## src/hdl/mbx_pkg.sv

```systemverilog
package mbx_pkg;

	// Default sizing, handed down from the top level
	localparam int ENDPOINT_COUNT_DEF = 8;
	localparam int QUEUE_SLOTS_DEF    = 4;
	localparam int PAYLOAD_BYTES_DEF  = 8;

	// Field widths
	localparam int REQ_W      = 3;
	localparam int EP_W       = 4;
	localparam int SENDER_W   = 16;
	localparam int TYPE_W     = 16;
	localparam int LEN_W      = 4;
	localparam int PAYLOAD_W  = 64;
	localparam int STATUS_W   = 3;
	localparam int NEW_EP_W   = 3;
	localparam int COUNT_W    = 32;
	localparam int IN_DATA_W  = 104;
	localparam int OUT_DATA_W = 136;

	// Request codes
	localparam logic [REQ_W-1:0] REQ_CREATE  = 3'd0;
	localparam logic [REQ_W-1:0] REQ_SEND    = 3'd1;
	localparam logic [REQ_W-1:0] REQ_RECEIVE = 3'd2;
	localparam logic [REQ_W-1:0] REQ_QPEND   = 3'd3;
	localparam logic [REQ_W-1:0] REQ_QREJ    = 3'd4;

	// Status codes
	localparam logic [STATUS_W-1:0] ST_OK      = 3'd0;
	localparam logic [STATUS_W-1:0] ST_INVALID = 3'd1;
	localparam logic [STATUS_W-1:0] ST_FULL    = 3'd2;
	localparam logic [STATUS_W-1:0] ST_EMPTY   = 3'd3;
	localparam logic [STATUS_W-1:0] ST_NOFREE  = 3'd4;

	// Input beat layout, last field in the lowest bits
	typedef struct packed {
		logic [PAYLOAD_W-1:0] payload;
		logic [LEN_W-1:0]     length;
		logic [TYPE_W-1:0]    msg_type;
		logic [SENDER_W-1:0]  sender;
		logic [EP_W-1:0]      endpoint;
	} in_beat_t;

	// Result fields carried on the output data bus
	typedef struct packed {
		logic [COUNT_W-1:0]   count;
		logic [PAYLOAD_W-1:0] out_payload;
		logic [LEN_W-1:0]     out_length;
		logic [TYPE_W-1:0]    out_type;
		logic [SENDER_W-1:0]  out_sender;
		logic [NEW_EP_W-1:0]  new_endpoint;
	} out_beat_t;

	// Full result held between execution and the output register
	typedef struct packed {
		logic [STATUS_W-1:0] status;
		out_beat_t           beat;
	} res_t;

	// Controller to datapath commands
	typedef struct packed {
		logic capture;
		logic exec;
		logic merge;
		logic out_load;
	} cmd_t;

	// Datapath to controller status
	typedef struct packed {
		logic fetch;
	} sts_t;

endpackage

```

## src/hdl/mbx_ctrl.sv

```systemverilog
module mbx_ctrl (
	input  logic          clk,
	input  logic          arst_n,
	input  logic          in_valid,
	output logic          in_ready,
	output logic          out_valid,
	input  logic          out_ready,
	input  mbx_pkg::sts_t sts,
	output mbx_pkg::cmd_t cmd
);
	import mbx_pkg::*;

	typedef enum logic [1:0] {
		S_IDLE,
		S_EVAL,
		S_FETCH,
		S_DONE
	} state_t;

	state_t state_q;
	logic   out_valid_q;
	logic   out_free;

	assign out_free  = !out_valid_q || out_ready;
	assign in_ready  = (state_q == S_IDLE);
	assign out_valid = out_valid_q;

	// Decode commands from the current state
	always_comb begin
		cmd          = '0;
		cmd.capture  = (state_q == S_IDLE) && in_valid;
		cmd.exec     = (state_q == S_EVAL);
		cmd.merge    = (state_q == S_FETCH);
		cmd.out_load = (state_q == S_DONE) && out_free;
	end

	// Sequence one request at a time and hold the output beat until taken
	always_ff @(posedge clk or negedge arst_n) begin
		if (!arst_n) begin
			state_q     <= S_IDLE;
			out_valid_q <= 1'b0;
		end else begin
			if (cmd.out_load) begin
				out_valid_q <= 1'b1;
			end else if (out_ready) begin
				out_valid_q <= 1'b0;
			end
			unique case (state_q)
				S_IDLE: begin
					if (in_valid) state_q <= S_EVAL;
				end
				S_EVAL: begin
					state_q <= sts.fetch ? S_FETCH : S_DONE;
				end
				S_FETCH: begin
					state_q <= S_DONE;
				end
				S_DONE: begin
					if (out_free) state_q <= S_IDLE;
				end
				default: state_q <= S_IDLE;
			endcase
		end
	end

	// A merge only ever follows an execution step
	a_merge_after_exec: assert property (@(posedge clk) disable iff (!arst_n)
		cmd.merge |-> $past(cmd.exec))
		else $error("merge without preceding exec");

	// Only one request in flight
	a_one_in_flight: assert property (@(posedge clk) disable iff (!arst_n)
		(in_valid && in_ready) |=> !in_ready)
		else $error("ready after accept");

	// Never overwrite an output beat that has not been taken
	a_no_overwrite: assert property (@(posedge clk) disable iff (!arst_n)
		cmd.out_load |-> (!out_valid_q || out_ready))
		else $error("output overwritten");

endmodule

```

## src/hdl/mbx_dp.sv

```systemverilog
module mbx_dp #(
	parameter int ENDPOINT_COUNT = mbx_pkg::ENDPOINT_COUNT_DEF,
	parameter int QUEUE_SLOTS    = mbx_pkg::QUEUE_SLOTS_DEF,
	parameter int PAYLOAD_BYTES  = mbx_pkg::PAYLOAD_BYTES_DEF
) (
	input  logic                          clk,
	input  logic                          arst_n,
	input  logic [mbx_pkg::IN_DATA_W-1:0] in_data,
	input  logic [mbx_pkg::REQ_W-1:0]     in_req,
	input  mbx_pkg::cmd_t                 cmd,
	output mbx_pkg::sts_t                 sts,
	output mbx_pkg::out_beat_t            out_beat,
	output logic [mbx_pkg::STATUS_W-1:0]  out_status
);
	import mbx_pkg::*;

	localparam int EW    = (ENDPOINT_COUNT > 1) ? $clog2(ENDPOINT_COUNT) : 1;
	localparam int PW    = $clog2(2 * QUEUE_SLOTS);
	localparam int SLOTS = ENDPOINT_COUNT * QUEUE_SLOTS;
	localparam int SAW   = (SLOTS > 1) ? $clog2(SLOTS) : 1;
	localparam int PAY_W = 8 * PAYLOAD_BYTES;

	typedef struct packed {
		logic [COUNT_W-1:0] rej;
		logic [PW-1:0]      wp;
		logic [PW-1:0]      rp;
	} est_t;

	typedef struct packed {
		logic [SENDER_W-1:0] sender;
		logic [TYPE_W-1:0]   mtype;
		logic [LEN_W-1:0]    len;
		logic [PAY_W-1:0]    pay;
	} slot_t;

	// Storage
	est_t                est_mem [ENDPOINT_COUNT];
	slot_t               slot_mem [SLOTS];
	logic [ENDPOINT_COUNT-1:0] alloc_q;

	// Request and read-data registers
	in_beat_t            req_q;
	logic [REQ_W-1:0]    req_type_q;
	est_t                est_rd_q;
	slot_t               slot_rd_q;
	res_t                res_q;
	res_t                out_q;

	in_beat_t            in_beat;
	logic [EW+EP_W-1:0]  ep_in_wide;
	logic [EW+EP_W-1:0]  ep_wide;
	logic [EW-1:0]       ep_idx;
	logic                ep_valid;

	logic                free_found;
	logic [EW-1:0]       free_idx;
	logic [EW+NEW_EP_W-1:0] free_wide;

	logic [PW:0]         ptr_diff;
	logic [PW-1:0]       pending;
	logic                full;
	logic                empty;
	logic [PW-1:0]       ptr_sel;
	logic [PW-1:0]       slot_off;
	logic [SAW-1:0]      slot_addr;
	logic [PAY_W-1:0]    pay_masked;

	logic                est_we;
	logic [EW-1:0]       est_wa;
	est_t                est_wd;
	logic                slot_we;
	logic                slot_re;
	logic                alloc_set;
	res_t                res_d;

	assign in_beat    = in_beat_t'(in_data);
	assign ep_in_wide = {{EW{1'b0}}, in_beat.endpoint};

	// Decode the endpoint of the held request
	assign ep_wide  = {{EW{1'b0}}, req_q.endpoint};
	assign ep_idx   = ep_wide[EW-1:0];
	assign ep_valid = (ep_wide < (EW+EP_W)'(ENDPOINT_COUNT)) && alloc_q[ep_idx];

	// Find the lowest free endpoint
	always_comb begin
		free_found = 1'b0;
		free_idx   = '0;
		for (int i = ENDPOINT_COUNT - 1; i >= 0; i--) begin
			if (!alloc_q[i]) begin
				free_found = 1'b1;
				free_idx   = EW'(i);
			end
		end
	end
	assign free_wide = {{NEW_EP_W{1'b0}}, free_idx};

	// Ring occupancy, pointers count modulo twice the ring size
	assign ptr_diff = {1'b0, est_rd_q.wp} - {1'b0, est_rd_q.rp};
	assign pending  = ptr_diff[PW] ? (ptr_diff[PW-1:0] + PW'(2 * QUEUE_SLOTS))
	                               : ptr_diff[PW-1:0];
	assign full     = (pending >= PW'(QUEUE_SLOTS));
	assign empty    = (est_rd_q.rp == est_rd_q.wp);

	// Slot address of the write or read pointer
	assign ptr_sel   = (req_type_q == REQ_SEND) ? est_rd_q.wp : est_rd_q.rp;
	assign slot_off  = (ptr_sel >= PW'(QUEUE_SLOTS)) ? (ptr_sel - PW'(QUEUE_SLOTS)) : ptr_sel;
	assign slot_addr = SAW'(ep_idx) * SAW'(QUEUE_SLOTS) + SAW'(slot_off);

	// Zero payload bytes past the length
	always_comb begin
		for (int b = 0; b < PAYLOAD_BYTES; b++) begin
			pay_masked[8*b +: 8] = (LEN_W'(b) < req_q.length) ? req_q.payload[8*b +: 8] : 8'd0;
		end
	end

	// Execute the held request
	always_comb begin
		est_we    = 1'b0;
		est_wa    = ep_idx;
		est_wd    = est_rd_q;
		slot_we   = 1'b0;
		slot_re   = 1'b0;
		alloc_set = 1'b0;
		res_d     = '0;
		unique case (req_type_q)
			REQ_CREATE: begin
				if (free_found) begin
					alloc_set              = 1'b1;
					est_we                 = 1'b1;
					est_wa                 = free_idx;
					est_wd                 = '0;
					res_d.status           = ST_OK;
					res_d.beat.new_endpoint = free_wide[NEW_EP_W-1:0];
				end else begin
					res_d.status = ST_NOFREE;
				end
			end
			REQ_SEND: begin
				if (!ep_valid || (req_q.length > LEN_W'(PAYLOAD_BYTES))) begin
					res_d.status = ST_INVALID;
				end else if (full) begin
					est_we       = 1'b1;
					est_wd.rej   = est_rd_q.rej + 1'b1;
					res_d.status = ST_FULL;
				end else begin
					slot_we      = 1'b1;
					est_we       = 1'b1;
					est_wd.wp    = (est_rd_q.wp == PW'(2 * QUEUE_SLOTS - 1)) ? '0
					             : est_rd_q.wp + 1'b1;
					res_d.status = ST_OK;
				end
			end
			REQ_RECEIVE: begin
				if (!ep_valid) begin
					res_d.status = ST_INVALID;
				end else if (empty) begin
					res_d.status = ST_EMPTY;
				end else begin
					slot_re      = 1'b1;
					est_we       = 1'b1;
					est_wd.rp    = (est_rd_q.rp == PW'(2 * QUEUE_SLOTS - 1)) ? '0
					             : est_rd_q.rp + 1'b1;
					res_d.status = ST_OK;
				end
			end
			REQ_QPEND: begin
				if (!ep_valid) res_d.status = ST_INVALID;
				else res_d.beat.count = COUNT_W'(pending);
			end
			REQ_QREJ: begin
				if (!ep_valid) res_d.status = ST_INVALID;
				else res_d.beat.count = est_rd_q.rej;
			end
			default: res_d.status = ST_INVALID;
		endcase
	end

	assign sts.fetch = slot_re;

	// Endpoint flags: set on create, never freed
	always_ff @(posedge clk or negedge arst_n) begin
		if (!arst_n) begin
			alloc_q <= '0;
		end else if (cmd.exec && alloc_set) begin
			alloc_q[free_idx] <= 1'b1;
		end
	end

	// Capture the request and fetch its endpoint state
	always_ff @(posedge clk) begin
		if (cmd.capture) begin
			req_q      <= in_beat;
			req_type_q <= in_req;
			est_rd_q   <= est_mem[ep_in_wide[EW-1:0]];
		end
	end

	// Write back endpoint state
	always_ff @(posedge clk) begin
		if (cmd.exec && est_we) begin
			est_mem[est_wa] <= est_wd;
		end
	end

	// Message slots: store on send, read on receive
	always_ff @(posedge clk) begin
		if (cmd.exec && slot_we) begin
			slot_mem[slot_addr] <= '{sender: req_q.sender, mtype: req_q.msg_type,
			                         len: req_q.length, pay: pay_masked};
		end
		if (cmd.exec && slot_re) begin
			slot_rd_q <= slot_mem[slot_addr];
		end
	end

	// Hold the result, merge received message, load the output beat
	always_ff @(posedge clk) begin
		if (cmd.exec) begin
			res_q <= res_d;
		end else if (cmd.merge) begin
			res_q.beat.out_sender  <= slot_rd_q.sender;
			res_q.beat.out_type    <= slot_rd_q.mtype;
			res_q.beat.out_length  <= slot_rd_q.len;
			res_q.beat.out_payload <= PAYLOAD_W'(slot_rd_q.pay);
		end
		if (cmd.out_load) begin
			out_q <= res_q;
		end
	end

	assign out_beat   = out_q.beat;
	assign out_status = out_q.status;

	// A request never both stores and fetches a slot
	a_slot_excl: assert property (@(posedge clk) disable iff (!arst_n)
		cmd.exec |-> !(slot_we && slot_re))
		else $error("slot write and read together");

	// Endpoints are never released
	a_alloc_monotone: assert property (@(posedge clk) disable iff (!arst_n)
		($past(alloc_q) & ~alloc_q) == '0)
		else $error("endpoint flag cleared");

	// A fetch is only issued for a receive
	a_fetch_receive: assert property (@(posedge clk) disable iff (!arst_n)
		(cmd.exec && slot_re) |-> (req_type_q == REQ_RECEIVE))
		else $error("fetch outside receive");

endmodule

```

## src/hdl/multi_endpoint_message_mailbox_top.sv

```systemverilog
// Message mailbox with a fixed set of endpoints, each a ring of message slots.
// Input channel s_axis: one beat is one request. tuser carries the request kind
// (create, send, receive, query pending, query rejected); tdata carries the
// endpoint, sender, type, length and payload of the request.
// Output channel m_axis: exactly one result beat per request, in request order.
// tuser carries the status; tdata carries the created endpoint, the received
// message fields and the query count, zero where they do not apply.
// Timing: a request is taken, its endpoint state read from memory, then
// executed, and its result is loaded into the output register; a successful
// receive adds a step that merges the message read from the slot memory.
// One request is in flight at a time, so the block takes no new request until
// the result of the last one has been loaded into the output register.
// The output register lets a result wait while the next request is taken; if
// the receiver stalls, that next request completes and then waits for the
// output register before the block takes another.
// Reset clears all endpoint allocations and the controller; slot contents and
// endpoint pointers are written before they are first read, so no clearing
// pass is needed and the block accepts requests straight after reset.
module multi_endpoint_message_mailbox_top #(
	parameter int ENDPOINT_COUNT = mbx_pkg::ENDPOINT_COUNT_DEF,
	parameter int QUEUE_SLOTS    = mbx_pkg::QUEUE_SLOTS_DEF,
	parameter int PAYLOAD_BYTES  = mbx_pkg::PAYLOAD_BYTES_DEF
) (
	input  logic                           clk,
	input  logic                           arst_n,
	input  logic                           s_axis_tvalid,
	output logic                           s_axis_tready,
	// endpoint[3:0], sender[19:4], msg_type[35:20], length[39:36], payload[103:40]
	input  logic [mbx_pkg::IN_DATA_W-1:0]  s_axis_tdata,
	// req_type[2:0]
	input  logic [mbx_pkg::REQ_W-1:0]      s_axis_tuser,
	output logic                           m_axis_tvalid,
	input  logic                           m_axis_tready,
	// new_endpoint[2:0], out_sender[18:3], out_type[34:19], out_length[38:35],
	// out_payload[102:39], count[134:103], zero fill [135]
	output logic [mbx_pkg::OUT_DATA_W-1:0] m_axis_tdata,
	// status[2:0]
	output logic [mbx_pkg::STATUS_W-1:0]   m_axis_tuser
);
	import mbx_pkg::*;

	cmd_t      cmd;
	sts_t      sts;
	out_beat_t out_beat;

	mbx_ctrl u_ctrl (
		.clk       (clk),
		.arst_n    (arst_n),
		.in_valid  (s_axis_tvalid),
		.in_ready  (s_axis_tready),
		.out_valid (m_axis_tvalid),
		.out_ready (m_axis_tready),
		.sts       (sts),
		.cmd       (cmd)
	);

	mbx_dp #(
		.ENDPOINT_COUNT (ENDPOINT_COUNT),
		.QUEUE_SLOTS    (QUEUE_SLOTS),
		.PAYLOAD_BYTES  (PAYLOAD_BYTES)
	) u_dp (
		.clk        (clk),
		.arst_n     (arst_n),
		.in_data    (s_axis_tdata),
		.in_req     (s_axis_tuser),
		.cmd        (cmd),
		.sts        (sts),
		.out_beat   (out_beat),
		.out_status (m_axis_tuser)
	);

	// Pad the result fields to whole bytes
	assign m_axis_tdata = {1'b0, out_beat};

endmodule

```

## config.mk

```make
export PLATFORM = sky130hd
export DESIGN_NAME = multi_endpoint_message_mailbox_top
export DESIGN_NICKNAME = d
export VERILOG_FILES = /design/src/hdl/mbx_pkg.sv /design/src/hdl/mbx_ctrl.sv /design/src/hdl/mbx_dp.sv /design/src/hdl/multi_endpoint_message_mailbox_top.sv
export SDC_FILE = /design/constraint.sdc
export NUM_CORES = 2
export LEC_CHECK = 0
export ABC_AREA = 0
export BUFFER_PORTS_ARGS = -buffer_cell sky130_fd_sc_hd__buf_2
export CELL_PAD_IN_SITES_DETAIL_PLACEMENT = 0
export CELL_PAD_IN_SITES_GLOBAL_PLACEMENT = 1
export CORE_ASPECT_RATIO = 0.9
export CORE_MARGIN = 5
export CORE_UTILIZATION = 54
export CTS_BUF_LIST = sky130_fd_sc_hd__clkbuf_4 sky130_fd_sc_hd__clkbuf_8 sky130_fd_sc_hd__clkbuf_16
export CTS_CLUSTER_SIZE = 14
export DETAILED_ROUTE_END_ITERATION = 10
export GPL_ROUTABILITY_DRIVEN = 1
export GPL_TIMING_DRIVEN = 0
export MAX_ROUTING_LAYER = met4
export PLACE_DENSITY_LB_ADDON = 0.1
export SLEW_MARGIN = 40
export SYNTH_ARGS = -nofsm -noshare
export SYNTH_HDL_FRONTEND = slang
export SYNTH_SLANG_ARGS = --single-unit
```

## constraint.sdc

```tcl
create_clock -name clk -period 14.7 [get_ports clk]
set_clock_uncertainty 0.05 [all_clocks]
set_input_delay 2.94 -clock clk [delete_from_list [all_inputs] [get_ports clk]]
set_output_delay 2.94 -clock clk [all_outputs]
set_load 0.05 [all_outputs]
```

==> summary.txt <==
Clock tree
  – Post-CTS Resized: 0
  – CTS tree: built
  – Clock Tree Buf Depth: 4
  – Hold Buf Count CTS: 0
  – TritonCTS Buffers: 401
  – H-Tree Depth: 5
  – Clk slew on worst S/H paths: 0.06 ns
  – Root Driver: clkbuf_16
  – Clock latency on the worst-skew pair: 0.99 ns
  – Post-CTS setup buffers: 0
  – Num Clock Sinks: 4036

Finish
  – Share of cells above drive strength 1: 23.2%
  – Most common cell after layout, fill and taps aside: edfxtp_1
  – Most frequent cells in the layout: edfxtp_1 (3925), nand2_1 (882), mux2i_1 (817), buf_2 (501), clkbuf_16 (409)
  – Final instance area: 187000 sq um
  – Final #Nets: 10.4k
  – Area growth syn-to-layout: 20.2%

Logic synthesis
  – Synthesized instance count: 9033
  – Number of flops mapped to enable cells by yosys: 3925
  – Synth async-reset ratio: 0.273%
  – Mapped Area: 156000 sq um
  – Yosys reg bits: 4036
  – Syn Area/Cell: 17.2 sq um
  – Ys Warns: 0
  – Synth Flop Type: edfxtp_1
  – Yosys cell types: 81
  – Seq/Total Area, Yosys: 77.2%

Die
  – Initial Util: 54.1%
  – Core area: 288000 sq um
  – Height of the die: 519 microns
  – Io pins: 252
  – Die ar.: 299000 sq um
  – Die width: 576 microns
  – Rows: 187

Timing
  – Final Hold Viols: 0
  – RSZ-0062 raised after global routing: no
  – Max-slew headroom: 26.5%
  – Setup TNS Final: 0 ns
  – Fin. max-slew vios: 0
  – Final setup viols: 0
  – Fin crit share: 53.9%
  – Min cycle time layout: 7.92 ns
  – Pin slew with the least headroom to its limit: 1.10 ns
  – Fmax achieved: 126 MHz

Placed design
  – Final HPWL DP: 424 mm
  – Port Buffers: 250
  – DP Area: 173000 sq um
  – Final GP Congestion: 0.938

Drt
  – Via count: 100k
  – Antenna Nets Post-Route: 0
  – Starting DRT DRC Count: 18.6k
  – Via density: 6.91
  – Drt wl/cell: 41.0 microns
  – DRC: 0
  – Final wirelength: 593 mm
  – Drt first pass iters: 9

Worst setup path
  – Worst setup SP type: register
  – R2r startpoint: u_dp.est_rd_q[4]
  – R2r worst-path depth: 19
  – Crit path kind: register to register
  – CP Launch Point: u_dp.est_rd_q[4]
  – Critical Path AT: 8.54 ns
  – Reg2reg end: u_dp.slot_mem[30][75]
  – Crit Path Max Fanout: 10
  – Crit. End Element: register
  – Worst EP required: 15.32 ns
  – R2R Setup Slk: 6.78 ns

GRT
  – Initial antenna violation count: 58
  – Vias in the first global route: 92.8k
  – Total track usage: 40.1%
  – Grt ovf: 0
  – Global-route wire length before repair: 789 mm
  – Largest net degree at the start of global routing: 40

Power
  – Leakage power: 64.3 nW
  – Worst VDD drop: 0.137 mV
  – Pwr Density: 167 nW/um^2

Hold path
  – Hold Path Depth: 0
  – HP Class: register to register
  – Hold Path End: u_dp.out_beat[134]
  – Hold_sp: u_dp.res_q[134]

Outcome
  – Outcome: finished, final reports clean

Flow run
  – Max Cap Violations: 0
[Yosys cell counts (8+ instances only)]
| library cell | n | share of area, % |
|---|---|---|
| nand2b_1 | 14 | 0.056 |
| nor3_1 | 36 | 0.12 |
| nand3_1 | 209 | 0.67 |
| o22ai_1 | 186 | 0.75 |
| nor4_1 | 83 | 0.33 |
| a2bb2oi_1 | 23 | 0.13 |
| nor2_1 | 217 | 0.52 |
| a211oi_1 | 28 | 0.14 |
| o311ai_0 | 60 | 0.34 |
| mux2i_1 | 817 | 5.3 |
| a221oi_1 | 215 | 1.2 |
| a311oi_1 | 8 | 0.045 |
| mux4_2 | 258 | 3.7 |
| buf_2 | 171 | 0.55 |
| and3_1 | 52 | 0.21 |
| dfxtp_1 | 100 | 1.3 |
| nand4_1 | 84 | 0.34 |
| and2_1 | 63 | 0.25 |
| clkbuf_1 | 325 | 0.78 |
| nor2b_1 | 49 | 0.20 |
| a31oi_1 | 32 | 0.13 |
| a2111oi_0 | 41 | 0.23 |
| dfrtp_1 | 11 | 0.18 |
| o211ai_1 | 37 | 0.18 |
| mux2_2 | 66 | 0.48 |
| buf_1 | 42 | 0.10 |
| nand2_1 | 888 | 2.1 |
| edfxtp_1 | 3925 | 76 |
| inv_1 | 17 | 0.041 |
| o21ai_0 | 283 | 0.91 |
| ha_1 | 13 | 0.10 |
| a22oi_1 | 82 | 0.40 |
| a221o_1 | 14 | 0.090 |
| buf_4 | 11 | 0.053 |
| a22o_1 | 84 | 0.47 |
| a21oi_1 | 377 | 1.2 |
| a32oi_1 | 11 | 0.062 |
[critical path, cell delays in order, from the launching register on]
cell      delay [ns]
edfxtp_1        0.75
buf_2           0.49
buf_2           0.72
buf_2           0.47
buf_2           0.39
inv_1           0.21
fa_1            0.48
xnor2_1         0.22
nor3_4          0.65
nand3_1         0.49
nor3_2          0.64
buf_6           0.23
buf_4           0.18
buf_2           0.28
buf_4           0.25
buf_4           0.20
buf_2           0.23
buf_4           0.20
buf_4           0.16
buf_2           0.22
[cell type report]
cell class	instances	area, sq um
sequential	4036	120000
fill	19800	101000
multi-input combinational	4426	34200
timing repair buffer	855	11800
clock buffer	545	11400
tap	3780	4730
buffer	554	2680
clock inverter	191	1940
antenna	80	200
inverter	18	67.6
[worst max path at each step]
stage | slack, ns | cells past startpoint | to
final | 6.78 | 19 | u_dp.slot_mem[30][75]
after global routing | 6.93 | 19 | u_dp.slot_mem[30][45]
after CTS | 7.18 | 19 | u_dp.slot_mem[30][45]
after detailed placement | 7.21 | 19 | u_dp.slot_mem[30][75]
after global placement | -10.42 | 10 | u_dp.slot_mem[26][44]
after floorplan | 4.42 | 10 | u_dp.slot_mem[26][0]
[metrics by stage]
step | power (mW) | cells | worst slack [ns] | util, % | hold WS, ns
after floorplan | 17.0 | 9034 | 4.42 | - | 0.350
after global placement | 20.0 | 13100 | -10.42 | 56.2 | 0.350
after detailed placement | 20.6 | 13700 | 7.21 | 60.2 | 0.355
after CTS | 30.8 | 14400 | 7.18 | 64.9 | 0.368
after global routing | 31.7 | 14500 | 6.93 | 65.0 | 0.376
final | 31.2 | 14500 | 6.78 | 65.0 | 0.367
[registers in the layout, summed over array words and instances, names as in the netlist, 2 cells and up]
| signal | count |
|---|---|
| u_ctrl.state_q | 2 |
| u_dp.alloc_q | 8 |
| u_dp.ep_idx | 3 |
| u_dp.est_mem | 304 |
| u_dp.est_rd_q | 38 |
| u_dp.out_beat | 135 |
| u_dp.out_status | 3 |
| u_dp.req_q | 100 |
| u_dp.req_type_q | 3 |
| u_dp.res_q | 138 |
| u_dp.slot_mem | 3200 |
| u_dp.slot_rd_q | 100 |
[per-layer routing]
metal  up-vias  wire (microns)  GRT usage [%]
met4         0           37800           20.4
li1      38900               -              -
met2      8576          245000           53.3
met1     50900          214000           52.7
met3      1702           96900           17.1
met5         -               0              -
[kinds of logic (layout without fill, tap and decap cells)]
logic type      count (synthesis)  in the layout  share of synthesized area [%]
flops                        4036           4036                           77.2
mux                          1141           1141                           9.47
simple gates                 1728           1728                           5.02
other cells                     1             82                        0.00241
fa+ha+maj                      14             14                          0.117
compound gates               1536           1536                           6.59
buf+inv                       572           2163                           1.56
xor+xnor                        5              5                         0.0418
[report_power, final]
group,switching (mW),internal (mW),leakage (nW),total (mW)
clock network,4.42,6.04,6.68,10.5
logic,5.20,1.77,21.1,6.97
registers,0.252,13.5,36.5,13.8
Power figures use the tool's default switching activity.
